`src/sv/mt19937_generator_assert.svh`:
```
// Assertion macros shared by the MT19937 generator RTL.
// Depends on nothing; included by the modules that carry assertions.
`ifndef MT19937_GENERATOR_ASSERT_SVH
`define MT19937_GENERATOR_ASSERT_SVH

// Same-cycle implication, disabled while reset is asserted.
`define MTG_ASSERT_IMPL(lbl, clk_s, rst_s, ante, cons, msg) \
	lbl: assert property (@(posedge clk_s) disable iff (!rst_s) (ante) |-> (cons)) \
		else $error(msg);

// Next-cycle implication, disabled while reset is asserted.
`define MTG_ASSERT_NEXT(lbl, clk_s, rst_s, ante, cons, msg) \
	lbl: assert property (@(posedge clk_s) disable iff (!rst_s) (ante) |=> (cons)) \
		else $error(msg);

`endif

```
`src/sv/mtg_pkg.sv`:
```
// Shared types and constants of the MT19937 generator.
// Used by the front queue, the back sequencer and the top level.
package mtg_pkg;

	localparam int STATE_WORDS  = 624;
	localparam int SHIFT_OFFSET = 397;
	localparam int WORD_W       = 32;
	localparam int ADDR_W       = $clog2(STATE_WORDS);
	localparam int POS_W        = $clog2(STATE_WORDS + 1);
	localparam int QUEUE_DEPTH  = 2;

	localparam logic [WORD_W-1:0] INIT_MULT    = 32'd1812433253;
	localparam logic [WORD_W-1:0] DEFAULT_SEED = 32'd5489;
	localparam logic [WORD_W-1:0] TWIST_MATRIX = 32'h9908_B0DF;
	localparam logic [WORD_W-1:0] TEMPER_B     = 32'h9D2C_5680;
	localparam logic [WORD_W-1:0] TEMPER_C     = 32'hEFC6_0000;
	localparam int SEED_SHIFT = 30;

	localparam logic ACT_DRAW   = 1'b0;
	localparam logic ACT_RESEED = 1'b1;

	typedef struct packed {
		logic              reseed;
		logic [WORD_W-1:0] seed;
	} cmd_t;

endpackage

```
`src/sv/mtg_front.sv`:
```
// Input side of the MT19937 generator: accepts items, tags them as draw or
// reseed and queues them for the back sequencer. Depends on mtg_pkg.
module mtg_front #(
	parameter int QDEPTH = mtg_pkg::QUEUE_DEPTH
) (
	input  logic                        clk,
	input  logic                        arst_n,
	input  logic                        in_valid,
	output logic                        in_ready,
	input  logic                        action,
	input  logic [mtg_pkg::WORD_W-1:0]  seed,
	output logic                        cmd_valid,
	input  logic                        cmd_ready,
	output mtg_pkg::cmd_t               cmd
);

	localparam int PTR_W = (QDEPTH > 1) ? $clog2(QDEPTH) : 1;
	localparam int CNT_W = $clog2(QDEPTH + 1);

	mtg_pkg::cmd_t     fifo_q [QDEPTH];
	mtg_pkg::cmd_t     new_cmd;
	logic [PTR_W-1:0]  wr_ptr_q;
	logic [PTR_W-1:0]  rd_ptr_q;
	logic [CNT_W-1:0]  count_q;
	logic              push;
	logic              pop;

	function automatic logic [PTR_W-1:0] ptr_inc(input logic [PTR_W-1:0] p);
		return (p == PTR_W'(QDEPTH - 1)) ? '0 : p + PTR_W'(1);
	endfunction

	// The seed field only matters for a reseed item.
	always_comb begin
		new_cmd.reseed = (action == mtg_pkg::ACT_RESEED);
		new_cmd.seed   = (action == mtg_pkg::ACT_RESEED) ? seed : '0;
	end

	assign in_ready  = (count_q != CNT_W'(QDEPTH));
	assign cmd_valid = (count_q != '0);
	assign cmd       = fifo_q[rd_ptr_q];
	assign push      = in_valid && in_ready;
	assign pop       = cmd_valid && cmd_ready;

	always_ff @(posedge clk or negedge arst_n) begin
		if (!arst_n) begin
			wr_ptr_q <= '0;
			rd_ptr_q <= '0;
			count_q  <= '0;
		end else begin
			if (push) begin
				wr_ptr_q <= ptr_inc(wr_ptr_q);
			end
			if (pop) begin
				rd_ptr_q <= ptr_inc(rd_ptr_q);
			end
			if (push && !pop) begin
				count_q <= count_q + CNT_W'(1);
			end else if (pop && !push) begin
				count_q <= count_q - CNT_W'(1);
			end
		end
	end

	always_ff @(posedge clk) begin
		if (push) begin
			fifo_q[wr_ptr_q] <= new_cmd;
		end
	end

endmodule

```
`config.mk`:
```
export PLATFORM = sky130hd
export DESIGN_NAME = mtg_front
export DESIGN_NICKNAME = d
export VERILOG_FILES = /design/src/sv/mt19937_generator_assert.svh /design/src/sv/mtg_pkg.sv /design/src/sv/mtg_front.sv
export SDC_FILE = /design/constraint.sdc
export NUM_CORES = 1
export LEC_CHECK = 0
export BUFFER_PORTS_ARGS = -buffer_cell sky130_fd_sc_hd__buf_2
export CAP_MARGIN = 10
export CORE_AREA = 2 2 78 80
export DETAILED_ROUTE_END_ITERATION = 8
export DIE_AREA = 0 0 80 82
export HOLD_SLACK_MARGIN = 0.12
export PLACE_DENSITY = 0.77
export SYNTH_ARGS = -nofsm -noshare
export SYNTH_HDL_FRONTEND = slang
export SYNTH_SLANG_ARGS = --single-unit
```
`constraint.sdc`:
```
create_clock -name clk -period 2.9 [get_ports clk]
set_input_delay 0.435 -clock clk [delete_from_list [all_inputs] [get_ports clk]]
set_output_delay 0.435 -clock clk [all_outputs]
set_load 0.01 [all_outputs]
```
==> run_results.csv, run 1 <==
group,metric,value,unit
outcome,outcome,"finished clean",
floorplanning,rows,28,
floorplanning,dieHeight,82,um
sta,timing.final.crit_share,75.1,%
setup_path,critical_path_class,"flop to output pin",
yosys,syn_area,2940,um2
floorplanning,io_pins,72,
place,port_buffers,71,
worst_hold_path,hold_start,"cmd_ready",
sta,clock_skew,0.00666,ns
routing,drt_iter0_markers,101,
setup_path,max_stage_delay,0.64,ns
setup_path,worstPathBufferInverterCount,2,
place,gp_congestion,0.645,
sta,rsz0062_at_grt,"false",
sta,timing.final.crit_period,2.18,ns
setup_path,cp.required,2.47,ns
clocking,htreeDepth,3,
setup_path,r2r_slack,1.13,ns
grt,overflow,0,
sta,setup_tns,0,ns
yosys,yosys-top-cells-area,"edfxtp_1, mux2_4, and2_1",
clocking,ctsResizeCount,0,
clocking,cts_tree,"built",
setup_path,path_delay_family,"flip-flops",
place,dp.final_hpwl,2980,um
power,vdd_drop_max,0.581,mV
yosys,synthesis.nets,194,
routing,routed_wirelength,4530,um
sta,tightest_slew,0.640,ns
layout,stdcell_area,3550,um2
worst_hold_path,worst_hold_path.endpoint,"rd_ptr_q",
setup_path,crit_arrival,1.74,ns
power,leakage,1.46,nW
grt,grt_pass1_wl,7130,um
grt,grt_pass1_vias,1518,
sta,slew_viol_final,0,
grt,antenna_found_initial,0,
setup_path,slowest_stage,"dfrtp_2",
power,powerDensity,946,nW/um2
grt,grt.total_usage,15.2,%
clocking,clockBufferDepth,2,
floorplanning,die_w,80,um
power,seqPwrFrac,45.1,%
sta,fmax,459,MHz
layout,drive_gt1_share,50.4,%
setup_path,cp-end-kind,"output pin",
yosys,synth_cell_type_count,17,
floorplanning,die_area,6560,um2
setup_path,path_cells,"buf_12 -> mux2_2 -> buf_2",
clocking,clk_pin_slew,0.07,ns
layout,syn2layout_area_growth,20.9,%
yosys,yosysTopAreaCell,"edfxtp_1",
yosys,synth_seq_cells,70,
routing,drt_drc_violations_left,0,
setup_path,crit_path_max_fanout,22,
floorplanning,coreArea,5750,um2
yosys,ys.warnings.count,0,
clocking,cts_root_buf,"clkbuf_8",
worst_hold_path,worstHoldPathCells,3,
routing,vias,1508,
flow_run,max_cap_viol_count,0,
yosys,syn_area_per_cell,18.8,um2
sta,slew_headroom,57.3,%
yosys,synth_top_area_share,67.4,%
setup_path,r2r_end,"fifo_q[0][30]",
place,placed_area,3360,um2
clocking,cts_buffers,9,
routing,drtAntennaViolNets,0,
routing,wire_per_inst,14.4,um
grt,grt_max_degree,35,
power,p_sw,0.000966,W
setup_path,timing.rr.start,"count_q[0]",
yosys,syn-instance-count,156,
sta,finalSetupViolations,0,
layout,nets,273,
power,p_sw_share,28.7,%
layout,antenna_cells,0,
power,clkPwrFrac,21.2,%
power,combPwrFrac,33.6,%
routing,first_pass_iters,4,
power,intPower,0.00240,W
clocking,clock-sinks,70,
setup_path,worstSetupStartpointType,"flop",
sta,final_hold_viol_count,0,
place,dp_cells,298,
routing,via_per_inst,4.79,
setup_path,reg2reg_depth,4,
yosys,ys_seq_area_share,70.8,%
floorplanning,start_util,51.2,%
layout,stdcell_count,315,
worst_hold_path,min_path_type,"primary input to flop",
clocking,clk_latency,0.33,ns
cells by family (layout without fill, tap and decap cells):
logic type / after synthesis / in the layout / synth area share [%]
muxes: 33 / 33 / 16.3
xor gates and xnor gates: 5 / 5 / 1.49
buffers and inverters: 8 / 92 / 2.94
DFF: 70 / 70 / 70.8
and+or+nand+nor: 39 / 39 / 7.96
adders and majority gates: 1 / 1 / 0.426
worst max path at each step:
stage / from / end / slack (ns) / cells after the start
4_1_cts: rd_ptr_q / cmd[17] / 0.68 / 3
2_1_floorplan: count_q[0] / fifo_q[0][0] / 0.38 / 3
3_3_place_gp: rd_ptr_q / cmd[18] / 1.09 / 3
3_5_place_dp: rd_ptr_q / cmd[17] / 1.06 / 3
5_1_grt: rd_ptr_q / cmd[17] / 0.64 / 3
6_report: rd_ptr_q / cmd[17] / 0.72 / 3
final cells by class:
class	instances	area (um2)
Tap cell	75	93.8
Clock buffer	11	131
Sequential cell	70	2080
Clock inverter	5	50.0
Inverter	1	3.75
Fill cell	459	2190
Timing Repair Buffer	75	413
Multi-Input combinational cell	78	778
synthesized netlist by cell type:
master,count
and2_1,32
and3_1,1
buf_12,3
buf_6,1
clkbuf_1,3
dfrtp_1,4
edfxtp_1,66
ha_1,1
inv_1,1
mux2_2,4
mux2_4,29
nand2_1,2
nand2b_1,1
nor2_1,2
or2_1,1
xnor2_1,3
xor2_1,2
power by group through the flow:
stage	Clock, W	Combinational, W	Sequential [W]
CTS	0.000738	0.00115	0.00152
floorplan	0	0.000903	0.00148
global route	0.000786	0.00123	0.00154
finish	0.000714	0.00113	0.00152
detailed placement	0	0.00114	0.00154
global placement	0	0.00113	0.00153
placed cells by master, fill, tap and decap left out, types with 3 or more instances in the layout:
cell type  synthesis  routed
and2_1            32      32
buf_2              0      71
clkbuf_8           0       9
dfrtp_1            4       3
edfxtp_1          66      66
mux2_2             4       4
mux2_4            29      29
xnor2_1            3       3
layer usage:
layer | up-vias | track usage, % | wire length [um]
met4 | 0 | 6.10 | 31
li1 | 726 | - | -
met3 | 4 | 5.93 | 400
met1 | 708 | 19.9 | 2040
met2 | 70 | 22.8 | 2060
met5 | - | 0 | 0
what timing repair did:
| action | 4_1_cts | 5_1_grt |
|---|---|---|
| hold endpoints to repair | 4 | 0 |
| hold buffers | 1 | 0 |
| setup buffers | 0 | 0 |
state kept, by name, summed over array words and instances, names as in the netlist:
signal	flops
fifo_q	66
count_q	2
wr_ptr_q	1
rd_ptr_q	1
per-stage QoR:
step	util (%)	hold WS, ns	total power [W]	setup slack (ns)
2_1_floorplan	-	0.139	0.00238	0.381
3_3_place_gp	58.5	0.248	0.00266	1.09
3_5_place_dp	58.5	0.250	0.00269	1.06
4_1_cts	61.8	0.374	0.00341	0.684
5_1_grt	61.8	0.396	0.00356	0.641
6_report	61.8	0.394	0.00336	0.723
worst reg2reg max path: cells and delay by family, from the launching register on:
| family | cells | cell delay [ns] |
|---|---|---|
| buffers and inverters | 1 | 0.37 |
| DFF | 1 | 0.41 |
| and+or+nand+nor | 3 | 0.67 |
Power figures use the tool's default switching activity.
==> run 2, diff against run 1 <==
CORE_AREA = 2 2 82 84   (was 2 2 78 80)
DIE_AREA = 0 0 84 86   (was 0 0 80 82)
PLACE_DENSITY = 0.74   (was 0.77)
clock period = 1.8 ns   (was 2.9 ns; I/O delays follow)
==> run_results.csv, run 2 (same netlist as run 1, synthesis figures left out) <==
group,metric,value,unit
routing,first_pass_iters,4,
routing,drtAntennaViolNets,0,
clocking,htreeDepth,3,
layout,layout_common_cells,"buf_2, edfxtp_1, and2_1",
clocking,cts_buffers,9,
routing,via_per_inst,4.73,
power,p_total,0.00539,W
clocking,clockBufferDepth,2,
setup_path,reg2reg_depth,6,
power,clkPwrFrac,19.3,%
setup_path,cp-end-kind,"output pin",
power,seqPwrFrac,44.1,%
floorplanning,rows,29,
power,vdd_drop_max,0.926,mV
setup_path,crit_path_end,"cmd[11]",
sta,finalWorstSetupSlack,0.116,ns
setup_path,crit_arrival,1.41,ns
layout,drive_gt1_share,52.9,%
clocking,cts_root_buf,"clkbuf_8",
sta,clock_skew,0.00527,ns
floorplanning,io_pins,72,
layout,antenna_cells,0,
sta,fmax,594,MHz
routing,routed_wirelength,4710,um
floorplanning,dieHeight,86,um
sta,final_hold_viol_count,0,
place,pre_cts_ws,0.279,ns
place,port_buffers,71,
power,p_sw_share,29.8,%
sta,slew_viol_final,0,
power,intPower,0.00379,W
worst_hold_path,hold_start,"cmd_ready",
sta,timing.final.crit_share,93.6,%
worst_hold_path,min_path_type,"primary input to flop",
grt,grt.total_usage,14.1,%
setup_path,crit_path_start,"rd_ptr_q",
place,dp.final_hpwl,3020,um
floorplanning,die_area,7220,um2
grt,grt_max_degree,35,
clocking,ctsResizeCount,0,
layout,final_common_cell,"buf_2",
routing,drt_drc_violations_left,0,
setup_path,r2r_slack,0.28,ns
power,powerDensity,1500,nW/um2
outcome,outcome,"finished clean",
sta,finalSetupViolations,0,
sta,slew_headroom,66.3,%
floorplanning,die_w,84,um
layout,syn2layout_area_growth,21.9,%
sta,rsz0062_at_grt,"false",
clocking,cts_tree,"built",
power,leakage,1.47,nW
grt,grt_pass1_wl,7780,um
sta,tightest_slew,0.505,ns
flow_run,max_cap_viol_count,0,
routing,drt_iter0_markers,54,
sta,timing.final.crit_period,1.68,ns
place,gp_congestion,0.689,
grt,overflow,0,
layout,largest_register_ffs,66,
power,combPwrFrac,36.6,%
setup_path,critical_path_class,"flop to output pin",
power,p_sw,0.00161,W
setup_path,crit_path_max_fanout,8,
grt,grt_pass1_vias,1632,
layout,regMostFlops,"fifo_q",
clocking,clock-sinks,70,
floorplanning,coreArea,6280,um2
grt,antenna_found_initial,0,
setup_path,timing.rr.start,"count_q[0]",
sta,setup_tns,0,ns
clocking,clk_pin_slew,0.07,ns
routing,wire_per_inst,14.7,um
setup_path,r2r_end,"count_q[1]",
layout,stdcell_area,3580,um2
clocking,clk_latency,0.33,ns
floorplanning,start_util,46.8,%
place,placed_area,3400,um2
layout,nets,277,
layout,biggestRegsByFlops,"fifo_q: 66 flops, count_q: 2 flops",
setup_path,cp.required,1.53,ns
setup_path,worstSetupStartpointType,"flop",
routing,vias,1518,
==> run 2: repair_timing <==
item,CTS,global route
setup endpoints to repair,27,0
setup buffers,1,0
hold endpoints to repair,4,0
hold buffers,1,0
==> run 2: critical path, cell delays in order (launching register included) <==
cell,delay (ns)
dfrtp_2,0.44
buf_4,0.20
mux2_4,0.31
buf_2,0.14
==> run 2: per-layer routing <==
layer | up-vias | global-route usage (%) | wire [um]
met5 | - | 0 | 0
met4 | 0 | 3.96 | 19
met3 | 2 | 5.77 | 369
met2 | 64 | 22.3 | 2160
met1 | 719 | 18.3 | 2160
li1 | 733 | - | -
==> run 2: metrics by stage <==
step	hold slack (ns)	instances	util, %
2_1_floorplan	-0.0256	156	-
3_3_place_gp	0.0813	303	54.2
3_5_place_dp	0.0840	303	54.2
4_1_cts	0.208	321	57.1
5_1_grt	0.221	321	57.1
6_report	0.228	321	57.1
==> run 2: worst min path at each step <==
stage	end	slack [ns]	depth (start not counted)
floorplan	count_q[0]	-0.03	0
global placement	count_q[0]	0.08	1
detailed placement	count_q[1]	0.08	1
CTS	rd_ptr_q	0.21	3
global route	rd_ptr_q	0.22	3
finish	rd_ptr_q	0.23	3
==> run 2: power by group through the flow <==
| stage | combinational (W) | sequential, W | clock (W) |
|---|---|---|---|
| finish | 0.00197 | 0.00238 | 0.00104 |
| global route | 0.00212 | 0.00242 | 0.00116 |
| CTS | 0.00202 | 0.00239 | 0.00108 |
| detailed placement | 0.00196 | 0.00244 | 0 |
| global placement | 0.00195 | 0.00242 | 0 |
| floorplan | 0.00146 | 0.00237 | 0 |
==> run 2: final cells by class <==
cell class / instances / area, um2
inverters: 1 / 3.75
flip-flops and latches: 70 / 2080
repair buffers: 79 / 455
fillers: 520 / 2690
clock inverters: 7 / 41.3
well taps: 77 / 96.3
clock buffers: 9 / 124
multi-input cells: 78 / 779
